### src/sv/ptq_pkg.sv
// Package for the periodic timer queue: sizes, word formats, result codes
// and the per-slot timer record. No dependencies.
`default_nettype none
package ptq_pkg;
	localparam int SLOTS     = 16;
	localparam int TIME_BITS = 32;
	localparam int ID_BITS   = 16;
	localparam int IDX_BITS  = $clog2(SLOTS);
	localparam int OCC_BITS  = $clog2(SLOTS + 1);
	localparam logic [16:0] FOREVER = 17'h10000;

	typedef enum logic [1:0] {
		KIND_TICK = 2'd0,
		KIND_ADD  = 2'd1,
		KIND_DEL  = 2'd2,
		KIND_NONE = 2'd3
	} kind_t;

	typedef enum logic [2:0] {
		EV_FIRED    = 3'd0,
		EV_ADDED    = 3'd1,
		EV_REJECTED = 3'd2,
		EV_DELETED  = 3'd3,
		EV_NOTFOUND = 3'd4
	} event_t;

	typedef struct packed {
		logic [1:0]  kind;
		logic [15:0] period;
		logic [15:0] repeat_count;
		logic [31:0] user_tag;
		logic [15:0] target_id;
	} in_t;

	typedef struct packed {
		logic [2:0]  event_res;
		logic [15:0] tid;
		logic [31:0] tag_out;
		logic        last;
	} out_t;

	typedef struct packed {
		logic                 vld;
		logic [15:0]          per;
		logic [TIME_BITS-1:0] dl;
		logic [16:0]          rem;
		logic [ID_BITS-1:0]   id;
		logic [31:0]          tag;
	} rec_t;

	typedef struct packed {
		logic rot;
		logic sqz;
		logic load;
	} cell_ctl_t;
endpackage
`default_nettype wire

### src/sv/ptq_cell.sv
// One slot of the timer chain: holds a timer record, rotates, squeezes out
// holes and takes a new record. Depends on ptq_pkg.
`default_nettype none
module ptq_cell (
	input  wire logic                     clk,
	input  wire logic                     arst_n,
	input  wire ptq_pkg::cell_ctl_t       ctl,
	input  wire logic [ptq_pkg::OCC_BITS-1:0] my_idx,
	input  wire logic [ptq_pkg::OCC_BITS-1:0] ld_idx,
	input  wire ptq_pkg::rec_t            ld_rec,
	input  wire ptq_pkg::rec_t            nxt_rec,
	input  wire logic                     hole_in,
	output logic                          hole_out,
	output ptq_pkg::rec_t                 rec
);
	ptq_pkg::rec_t rec_q;

	assign rec      = rec_q;
	assign hole_out = hole_in | ~rec_q.vld;

	always_ff @(posedge clk or negedge arst_n) begin
		if (!arst_n) begin
			rec_q.vld <= 1'b0;
		end else if (ctl.rot) begin
			rec_q <= nxt_rec;
		end else if (ctl.sqz) begin
			if (hole_out) rec_q <= nxt_rec;
		end else if (ctl.load && my_idx == ld_idx) begin
			rec_q <= ld_rec;
		end
	end
endmodule
`default_nettype wire

### src/sv/periodic_timer_queue.sv
// Top level of the periodic timer queue: chain of timer cells plus the
// head engine and output register. Depends on ptq_pkg and ptq_cell.
//
// Timers live in a chain of SLOTS cells in age order. An add is accepted,
// then the result register loads. An unused kind is taken and gives nothing.
// A delete rotates the whole chain once past the head engine and then answers.
// A tick rotates the chain once, checking one timer per cycle at the head
// while no fire is held up by a full output, then squeezes out finished
// timers in a second pass over the chain.
// Every item waits further while its final word cannot enter the output.
`default_nettype none
module periodic_timer_queue (
	input  wire logic          clk,
	input  wire logic          arst_n,
	input  wire logic          in_valid,
	output logic               in_ready,
	input  wire ptq_pkg::in_t  in_data,
	output logic               out_valid,
	input  wire logic          out_ready,
	output ptq_pkg::out_t      out_data
);
	typedef enum logic [2:0] {
		ST_IDLE,
		ST_TICK,
		ST_SQZ,
		ST_DEL,
		ST_FLUSH
	} state_t;

	state_t                         st_q;
	logic [ptq_pkg::IDX_BITS-1:0]   cnt_q;
	logic [ptq_pkg::OCC_BITS-1:0]   occ_q;
	logic [ptq_pkg::TIME_BITS-1:0]  now_q;
	logic [ptq_pkg::ID_BITS-1:0]    nid_q;
	logic [15:0]                    tgt_q;
	logic                           found_q;
	ptq_pkg::out_t                  pend_q;
	logic                           pend_v_q;
	ptq_pkg::out_t                  out_q;
	logic                           out_valid_q;

	ptq_pkg::cell_ctl_t             ctl;
	ptq_pkg::rec_t                  recs [ptq_pkg::SLOTS];
	ptq_pkg::rec_t                  nxts [ptq_pkg::SLOTS];
	logic [ptq_pkg::SLOTS:0]        holes;
	ptq_pkg::rec_t                  ld_rec;
	ptq_pkg::rec_t                  head;
	ptq_pkg::rec_t                  proc_rec;
	ptq_pkg::rec_t                  empty_rec;
	logic [ptq_pkg::TIME_BITS-1:0]  age;
	logic                           drop, due, hit, stall, can_push, acc;
	logic                           pass_end;
	logic                           push;

	assign in_ready  = (st_q == ST_IDLE);
	assign acc       = in_valid & in_ready;
	assign out_valid = out_valid_q;
	assign out_data  = out_q;
	assign can_push  = ~out_valid_q | out_ready;
	assign pass_end  = (cnt_q == ptq_pkg::IDX_BITS'(ptq_pkg::SLOTS - 1));

	assign head = recs[0];
	assign age  = now_q - head.dl;
	assign drop = (st_q == ST_TICK) && head.vld && (head.rem == 17'd0);
	assign due  = (st_q == ST_TICK) && head.vld && (head.rem != 17'd0)
		&& !age[ptq_pkg::TIME_BITS-1];
	assign hit  = (st_q == ST_DEL) && head.vld && !found_q && (head.id == tgt_q);
	assign stall = due & pend_v_q & ~can_push;
	assign push  = ((st_q == ST_TICK) && due && pend_v_q && can_push)
		|| ((st_q == ST_FLUSH) && pend_v_q && can_push);

	always_comb begin
		proc_rec = head;
		if (drop) proc_rec.vld = 1'b0;
		if (due) begin
			proc_rec.dl = head.dl + ptq_pkg::TIME_BITS'(head.per);
			if (head.rem != ptq_pkg::FOREVER) proc_rec.rem = head.rem - 17'd1;
		end
		if (hit) proc_rec.rem = 17'd0;
		empty_rec     = head;
		empty_rec.vld = 1'b0;
		ld_rec.vld = 1'b1;
		ld_rec.per = in_data.period;
		ld_rec.dl  = now_q + ptq_pkg::TIME_BITS'(in_data.period);
		ld_rec.rem = (in_data.repeat_count == 16'd0) ? ptq_pkg::FOREVER
			: {1'b0, in_data.repeat_count};
		ld_rec.id  = nid_q;
		ld_rec.tag = in_data.user_tag;
	end

	assign ctl.rot  = ((st_q == ST_TICK) && !stall) || (st_q == ST_DEL);
	assign ctl.sqz  = (st_q == ST_SQZ);
	assign ctl.load = acc && (in_data.kind == ptq_pkg::KIND_ADD)
		&& (in_data.period != 16'd0)
		&& (occ_q < ptq_pkg::OCC_BITS'(ptq_pkg::SLOTS));

	assign holes[0] = 1'b0;
	for (genvar i = 0; i < ptq_pkg::SLOTS; i++) begin : g_cell
		if (i == ptq_pkg::SLOTS - 1) begin : g_tail
			assign nxts[i] = ctl.sqz ? empty_rec : proc_rec;
		end else begin : g_mid
			assign nxts[i] = recs[i+1];
		end
		ptq_cell u_cell (
			.clk      (clk),
			.arst_n   (arst_n),
			.ctl      (ctl),
			.my_idx   (ptq_pkg::OCC_BITS'(i)),
			.ld_idx   (occ_q),
			.ld_rec   (ld_rec),
			.nxt_rec  (nxts[i]),
			.hole_in  (holes[i]),
			.hole_out (holes[i+1]),
			.rec      (recs[i])
		);
	end

	always_ff @(posedge clk or negedge arst_n) begin
		if (!arst_n) begin
			st_q        <= ST_IDLE;
			cnt_q       <= '0;
			occ_q       <= '0;
			now_q       <= '0;
			nid_q       <= '0;
			tgt_q       <= '0;
			found_q     <= 1'b0;
			pend_v_q    <= 1'b0;
			pend_q      <= '0;
			out_valid_q <= 1'b0;
			out_q       <= '0;
		end else begin
			out_valid_q <= push | (out_valid_q & ~out_ready);
			if (push) begin
				out_q <= '{pend_q.event_res, pend_q.tid, pend_q.tag_out,
					st_q == ST_FLUSH};
			end
			unique case (st_q)
				ST_IDLE: begin
					cnt_q   <= '0;
					found_q <= 1'b0;
					tgt_q   <= in_data.target_id;
					if (acc) begin
						unique case (in_data.kind)
							ptq_pkg::KIND_TICK: begin
								now_q <= now_q + ptq_pkg::TIME_BITS'(1);
								st_q  <= ST_TICK;
							end
							ptq_pkg::KIND_ADD: begin
								pend_v_q <= 1'b1;
								st_q     <= ST_FLUSH;
								if (ctl.load) begin
									pend_q <= '{ptq_pkg::EV_ADDED, nid_q, 32'd0, 1'b1};
									occ_q  <= occ_q + ptq_pkg::OCC_BITS'(1);
									nid_q  <= nid_q + ptq_pkg::ID_BITS'(1);
								end else begin
									pend_q <= '{ptq_pkg::EV_REJECTED, 16'd0, 32'd0, 1'b1};
								end
							end
							ptq_pkg::KIND_DEL: st_q <= ST_DEL;
							default: st_q <= ST_IDLE;
						endcase
					end
				end
				ST_TICK: begin
					if (!stall) begin
						cnt_q <= cnt_q + ptq_pkg::IDX_BITS'(1);
						if (drop) occ_q <= occ_q - ptq_pkg::OCC_BITS'(1);
						if (due) begin
							pend_q   <= '{ptq_pkg::EV_FIRED, head.id, head.tag, 1'b1};
							pend_v_q <= 1'b1;
						end
						if (pass_end) st_q <= ST_SQZ;
					end
				end
				ST_SQZ: begin
					cnt_q <= cnt_q + ptq_pkg::IDX_BITS'(1);
					if (pass_end) st_q <= ST_FLUSH;
				end
				ST_DEL: begin
					cnt_q <= cnt_q + ptq_pkg::IDX_BITS'(1);
					if (hit) found_q <= 1'b1;
					if (pass_end) begin
						pend_v_q <= 1'b1;
						pend_q   <= '{(found_q || hit) ? ptq_pkg::EV_DELETED
							: ptq_pkg::EV_NOTFOUND, tgt_q, 32'd0, 1'b1};
						st_q     <= ST_FLUSH;
					end
				end
				ST_FLUSH: begin
					if (!pend_v_q) begin
						st_q <= ST_IDLE;
					end else if (can_push) begin
						pend_v_q <= 1'b0;
						st_q     <= ST_IDLE;
					end
				end
				default: st_q <= ST_IDLE;
			endcase
		end
	end

	a_occ_range: assert property (@(posedge clk) disable iff (!arst_n)
		occ_q <= ptq_pkg::OCC_BITS'(ptq_pkg::SLOTS))
		else $error("occupancy above slot count");
	a_idle_no_pend: assert property (@(posedge clk) disable iff (!arst_n)
		st_q == ST_IDLE |-> !pend_v_q)
		else $error("held result while idle");
	a_head_occ: assert property (@(posedge clk) disable iff (!arst_n)
		st_q == ST_IDLE |-> recs[0].vld == (occ_q != '0))
		else $error("chain head disagrees with occupancy");
	a_add_grows: assert property (@(posedge clk) disable iff (!arst_n)
		ctl.load |=> occ_q == $past(occ_q) + ptq_pkg::OCC_BITS'(1))
		else $error("add did not grow the list");
endmodule
`default_nettype wire
### config.mk
export PLATFORM = sky130hd
export DESIGN_NAME = periodic_timer_queue
export DESIGN_NICKNAME = d
export VERILOG_FILES = /design/src/sv/ptq_pkg.sv /design/src/sv/ptq_cell.sv /design/src/sv/periodic_timer_queue.sv
export SDC_FILE = /design/constraint.sdc
export NUM_CORES = 2
export LEC_CHECK = 0
export BUFFER_PORTS_ARGS = -buffer_cell sky130_fd_sc_hd__clkbuf_2
export CORE_MARGIN = 3
export CORE_UTILIZATION = 30
export CTS_BUF_LIST = sky130_fd_sc_hd__clkbuf_16
export CTS_CLUSTER_SIZE = 24
export DETAILED_ROUTE_END_ITERATION = 8
export PLACE_DENSITY_LB_ADDON = 0.1
export SLEW_MARGIN = 20
export SYNTH_ARGS = -nofsm -noshare
export SYNTH_HDL_FRONTEND = slang
export SYNTH_SLANG_ARGS = --single-unit
### constraint.sdc
create_clock -name clk -period 28.6 [get_ports clk]
set_input_delay 1.43 -clock clk [delete_from_list [all_inputs] [get_ports clk]]
set_output_delay 1.43 -clock clk [all_outputs]
set_load 0.1 [all_outputs]
## Word level (Yosys, flattened, before mapping)

Cells that the tools add are included.

- Register bits after elaboration: 2,006
- Bits of input ports: 86
- Output and inout port bits: 54

- Add/sub/neg operators: 9
- $lt $le $gt $ge: 1
- Eq/ne operators: 51
- Multiplexer cells: 104
- Bitwise gates (word level): 40
- Reductions and logical operators: 106

Operators with widths:

| operator | count |
|---|---|
| $mux 114 | 65 |
| $mux 52 | 5 |
| $pmux 52 s3 | 1 |
| $add 32x16->32 | 2 |
| $reduce_bool 3->1 | 18 |
| $mux 17 | 3 |
| $mux 51 | 1 |
| $reduce_and 3->1 | 17 |
| $mux 49 | 1 |
| $ne 3x1->1 const B | 15 |
| $eq 4x5->1 const A | 8 |
| $reduce_and 2->1 | 17 |
| $add 32x1->32 const B | 1 |
| $logic_and 1x1->1 | 32 |
| $sub 32x32->32 | 1 |
| $mux 5 | 5 |
| $mux 3 | 7 |
| $eq 3x5->1 const A | 4 |
| $not 1->1 | 19 |
| $reduce_and 6->1 | 3 |
| $logic_not 17->1 | 1 |
| $ne 17x17->1 const B | 1 |
| $or 1x1->1 | 17 |
| $reduce_bool 17->1 | 1 |
| 39 further kinds | 66 |

## Logic depth before layout (Yosys ltp)

- Word-level depth: 19
- Gate-level depth with buffers: 15

## Modules after synthesis

A second synthesis with hierarchy kept.

- Cells, all modules: 5,269
- Area, all modules: 90,287.8 um^2

By module, submodules not included:

| module | times used | cells an instance | area an instance (um^2) |
|---|---|---|---|
| ptq_cell | 16 | 253 | 4,916.0 |
| periodic_timer_queue | 1 | 1,221 | 11,632.4 |

## Least setup slack after synthesis

Ideal clock, no wire load.

- Kind: register to register
- From: reg g_cell[0].u_cell.rec_q, in the netlist g_cell[0].u_cell.rec[94]
- To: reg g_cell[6].u_cell.rec_q, in the netlist g_cell[6].u_cell.rec[0] (enable)
- Library setup time: 0.788 ns
- Data arrival time: 11.404 ns
- Path slack: 16.408 ns
- Stages on the path, launching flop included: 16
- Buffers on the path: 4
- Clock period less this slack: 12.192 ns
- Cell sequence: edfxtp_1 > inv_1 > ha_1 > a21oi_1 > nand2_1 > a221o_1 > a211o_1 > a22o_1 > or2_2 > buf_4 > a21boi_2 > buf_4 > buf_4 > buf_4 > a21oi_1 > a311oi_1

- Cells in the longest elaborated chain, start to end: 10

RTL lines:

| item | RTL line | text |
|---|---|---|
| start, declared | ptq_cell.sv:16 | `ptq_pkg::rec_t rec_q;` |
| start signal, assigned | ptq_cell.sv:25 | `rec_q <= nxt_rec;` |
| start signal, assigned | ptq_cell.sv:27 | `if (hole_out) rec_q <= nxt_rec;` |
| start signal, assigned | ptq_cell.sv:29 | `rec_q <= ld_rec;` |
| $sub 32x32->32 * | periodic_timer_queue.sv:63 | `assign age = now_q - head.dl;` |
| $logic_not 1->1 * | periodic_timer_queue.sv:66 | `&& !age[ptq_pkg::TIME_BITS-1];` |
| $logic_and 1x1->1 * | periodic_timer_queue.sv:66 |  |
| $and 1x1->1 * (2 in a row) | periodic_timer_queue.sv:68 | `assign stall = due & pend_v_q & ~can_push;` |
| $logic_not 1->1 * | -- |  |
| $logic_and 1x1->1 * | periodic_timer_queue.sv:91 | `assign ctl.rot = ((st_q == ST_TICK) && !stall) \|\| (st_q == ST_DEL);` |
| $logic_or 1x1->1 * | periodic_timer_queue.sv:91 |  |
| $ne 3x1->1 (no source line) or $reduce_bool 3->1 (tied branches) | -- |  |
| $reduce_and 3->1 (no source line) * | -- |  |
| end signal, assigned | ptq_cell.sv:25 |  |
| end signal, assigned | ptq_cell.sv:27 |  |
| end signal, assigned | ptq_cell.sv:29 |  |
| end, declared | ptq_cell.sv:16 |  |

Mark *: on every way between the ends. The rest lies on a longest branch, timed or not.
A chain may end at the register's enable or synchronous reset.

## Worst setup path after layout

- From: reg now_q[1] (netlist bit)
- To: reg g_cell[13].u_cell.rec_q, in the netlist g_cell[13].u_cell.rec[100] (enable)

- Cells in the longest elaborated chain, start to end: 10

RTL lines:

| item | RTL line | text |
|---|---|---|
| start, declared | periodic_timer_queue.sv:33 | `logic [ptq_pkg::TIME_BITS-1:0] now_q;` |
| start signal, assigned | periodic_timer_queue.sv:145 | `now_q <= now_q + ptq_pkg::TIME_BITS'(1);` |
| $sub 32x32->32 * | periodic_timer_queue.sv:63 |  |
| $logic_not 1->1 * | periodic_timer_queue.sv:66 |  |
| $logic_and 1x1->1 * | periodic_timer_queue.sv:66 |  |
| $and 1x1->1 * (2 in a row) | periodic_timer_queue.sv:68 |  |
| $logic_not 1->1 * | -- |  |
| $logic_and 1x1->1 * | periodic_timer_queue.sv:91 |  |
| $logic_or 1x1->1 * | periodic_timer_queue.sv:91 |  |
| $ne 3x1->1 (no source line) or $reduce_bool 3->1 (tied branches) | -- |  |
| $reduce_and 3->1 (no source line) * | -- |  |
| end signal, assigned | ptq_cell.sv:25 |  |
| end signal, assigned | ptq_cell.sv:27 |  |
| end signal, assigned | ptq_cell.sv:29 |  |
| end, declared | ptq_cell.sv:16 |  |

Marked as above.

==> impl_metrics.csv <==
group,metric,value,unit
status,status,"finished clean",
setup_path,crit_type,"reg2reg",
min_path,hp-start,"pend_q[30]$_DFFE_PN0P_",
placed_design,portBuffers,139,
setup_path,reg2reg_to,"g_cell[13].u_cell.rec[100]$_DFFE_PP_",
setup_path,path_buf_inv,4,
timing,fmax,148.3,MHz
setup_path,endpoint_kind,"flip-flop",
clock_network,clkSinkCount,2006,
synthesis,yosysWarnings,0,
synthesis,synthArstFlopShare,0.09870,
setup_path,crit_required,29.04,ns
die,rows,192,
drt,vias_per_cell,4.898,
synthesis,synth_edf_count,1808,
setup_path,cp_max_fo,213,
synthesis,yosys.area.top_type,"edfxtp_1",
timing,slew_headroom,0.2613,
die,die_w,532.1,um
timing,min_period,6.745,ns
setup_path,critical_path.top_delay_family,"buffers and inverters",
global_route,grt_first_pass_wirelength,328.0,mm
power,power.static_leakage,41.05,nW
die,start_util,0.3024,
timing,setup_slack,21.85,ns
placed_design,place.gp.congestion,0.7594,
clock_network,ctsHoldBuffers,0,
power,ir_drop,0.0001078,V
timing,finalHoldViolations,0,
setup_path,reg2reg_from,"now_q[1]$_DFFE_PN0P_",
timing,slew_viol_final,0,
synthesis,synth_area,83020,um^2
drt,topRoutingLayerUsed,"met4",
setup_path,crit_top_cell,"buf_4",
clock_network,cts_resized,0,
drt,dr.pass1.iters,5,
synthesis,synth_ff_type,"edfxtp_1",
die,core_area,274600,um^2
drt,dr_wl_met3,6.854,mm
cells_and_area,multi_input_area,21550,um^2
clock_network,path_clk_slew,0.06,ns
clock_network,cts_root_buffer,"clkbuf_16",
drt,num_vias,45820,
min_path,holdPathEnd,"pend_q[30]$_DFFE_PN0P_",
synthesis,synth_seq_cells,2006,
setup_path,slowest_delay,0.85,ns
setup_path,critical_path_arrival,7.19,ns
cells_and_area,fin_nets,5649,
global_route,grt_pass1_vias,47620,
setup_path,crit_slowest_cell,"buf_4",
cells_and_area,register_area,59250,um^2
timing,setup_violations,0,
drt,drt_iter0_drc,3394,
power,p_per_area,145.5,nW/um^2
cells_and_area,utilization,0.3424,
global_route,antenna_found_initial,16,
drt,wl_met2,101.5,mm
cells_and_area,fillers,26690,
min_path,holdPathStages,2,
setup_path,start_kind,"flip-flop",
setup_path,worstPathCellList,"ha_1 > nand2_1 > o21ai_0 > a21oi_1 > o21ai_0 > a2111oi_2 > or2_2 > a21boi_4 > buf_4 > buf_12 > a21oi_1 > a211oi_4 > buf_4 > buf_4",
drt,drtAntennaViolNets,0,
placed_design,dp_slack,21.81,ns
placed_design,dp_hpwl,118.0,mm
synthesis,synth.most_common_cell,"edfxtp_1",
cells_and_area,layout-drive-gt1-share,0.1163,
setup_path,r2r_cells,14,
synthesis,synth_top_area_share,0.6540,
synthesis,synth_area_leaders,"edfxtp_1 (65%), a21o_1 (15%), dfrtp_1 (6.0%)",
cells_and_area,syn2layout_area_growth,13.24,%
clock_network,clkLatencyLatePin,0.89,ns
synthesis,yosysSeqAreaShare,0.7136,
setup_path,ff2ff_setup_slack,21.85,ns
die,die_h,532.1,um
global_route,grt_max_degree,221,
die,die_area,283100,um^2
drt,post_drt_wl_per_cell,23.47,um
timing,finalClockSkew,0.07568,ns
synthesis,yosys-top-cells-count,"edfxtp_1 (1808), a21o_1 (1621), buf_2 (305)",
global_route,grt.overflow.total,0,
clock_network,cts_tree,"done",
clock_network,htreeDepth,4,
synthesis,synth_cell_types,72,
clock_network,cts_buffer_depth,4,
drt,drt-met1-wl,106.8,mm
min_path,hold_class,"reg2reg",
timing,fin_setup_tns,0,ns
clock_network,postCtsSetupRepairBufs,0,
synthesis,postSynthAreaPerCell,15.16,um^2
drt,wl,219.5,mm
synthesis,syn_inst,5476,
synthesis,syn_nets,5636,
timing,min_period_over_period,0.2359,
job,drv_cap,0,
die,pin_count,140,
timing,rsz0062_at_grt,"false",
timing,worst_pin_slew,1.108,ns
clock_network,cts_buffers,229,
drt,drc,0,
global_route,track_usage,0.1518,
-- metrics by stage --
stage,cells,hold slack (ns),instance area (um^2),power [mW]
2_1_floorplan,5476,0.4331,83020,9.774
3_3_place_gp,8943,0.4494,87210,11.15
3_5_place_dp,8944,0.4543,87230,11.18
4_1_cts,9353,0.4355,93980,13.98
5_1_grt,9354,0.4648,94020,14.56
6_report,9354,0.4575,94020,13.68
-- flip-flops by register name (all words and copies together), names as in the netlist --
register,count
g_cell.u_cell.rec,1824
out_data,52
pend_q,51
now_q,32
nid_q,16
tgt_q,16
occ_q,5
cnt_q,4
st_q,3
found_q,1
out_valid,1
pend_v_q,1
-- layer usage --
metal,global-route usage,vias to the layer above
met3,0.02137,297
met2,0.2426,655
met4,0.03246,0
li1,-,20720
met5,0,-
met1,0.2189,24140
-- report_power, final --
part / internal (mW) / switching (mW)
registers: 5.70 / 0.524
clock network: 1.51 / 1.19
logic: 1.66 / 3.09
-- worst max-delay path by stage --
stage | depth (start not counted) | slack, ns | startpoint | to
after floorplan | 15 | 16.41 | g_cell[0].u_cell.rec[94]$_DFFE_PP_ | g_cell[6].u_cell.rec[0]$_DFFE_PP_
after global placement | 15 | 21.91 | g_cell[0].u_cell.rec[66]$_DFFE_PP_ | g_cell[13].u_cell.rec[100]$_DFFE_PP_
after detailed placement | 14 | 21.81 | now_q[6]$_DFFE_PN0P_ | g_cell[13].u_cell.rec[101]$_DFFE_PP_
after CTS | 14 | 21.78 | now_q[1]$_DFFE_PN0P_ | g_cell[13].u_cell.rec[100]$_DFFE_PP_
after global routing | 14 | 21.52 | now_q[1]$_DFFE_PN0P_ | g_cell[13].u_cell.rec[102]$_DFFE_PP_
final | 14 | 21.85 | now_q[1]$_DFFE_PN0P_ | g_cell[13].u_cell.rec[100]$_DFFE_PP_
-- final cells by class --
class | instances | share of cell area
Antenna cell | 1 | 0.00002662
Sequential cell | 2006 | 0.6302
Clock inverter | 177 | 0.01001
Tap cell | 3686 | 0.04906
Inverter | 64 | 0.002555
Timing Repair Buffer | 249 | 0.01721
Clock buffer | 232 | 0.06175
Multi-Input combinational cell | 2939 | 0.2292
-- worst reg2reg max path, stage by stage (launching register included) --
cell and delay, ns:
dfrtp_1 0.47, ha_1 0.34, nand2_1 0.05, o21ai_0 0.15
a21oi_1 0.13, o21ai_0 0.71, a2111oi_2 0.22, or2_2 0.51
a21boi_4 0.19, buf_4 0.64, buf_12 0.71, a21oi_1 0.48
a211oi_4 0.31, buf_4 0.46, buf_4 0.85
-- placed cells by master, fill, tap and decap left out, types with 84 or more instances in the layout --
cell / count
edfxtp_1: 1808
a21o_1: 1620
clkbuf_16: 232
dfrtp_1: 198
nand2_1: 151
o21a_1: 147
inv_1: 144
clkbuf_2: 138
xnor2_1: 102
buf_4: 102
nor2_1: 96
mux2_2: 84
-- cells by family (layout without fill, tap and decap cells) --
kind of cell / count (synthesis) / in the layout / synth area share
compound gates: 2031 / 2031 / 0.1810
simple gates: 606 / 606 / 0.03732
xor+xnor: 133 / 133 / 0.01403
flops: 2006 / 2006 / 0.7136
fa+ha+maj: 74 / 74 / 0.01133
mux: 95 / 95 / 0.01272
other cells: 0 / 1 / 0
buf+inv: 531 / 722 / 0.02996
Power figures use the tool's default switching activity.
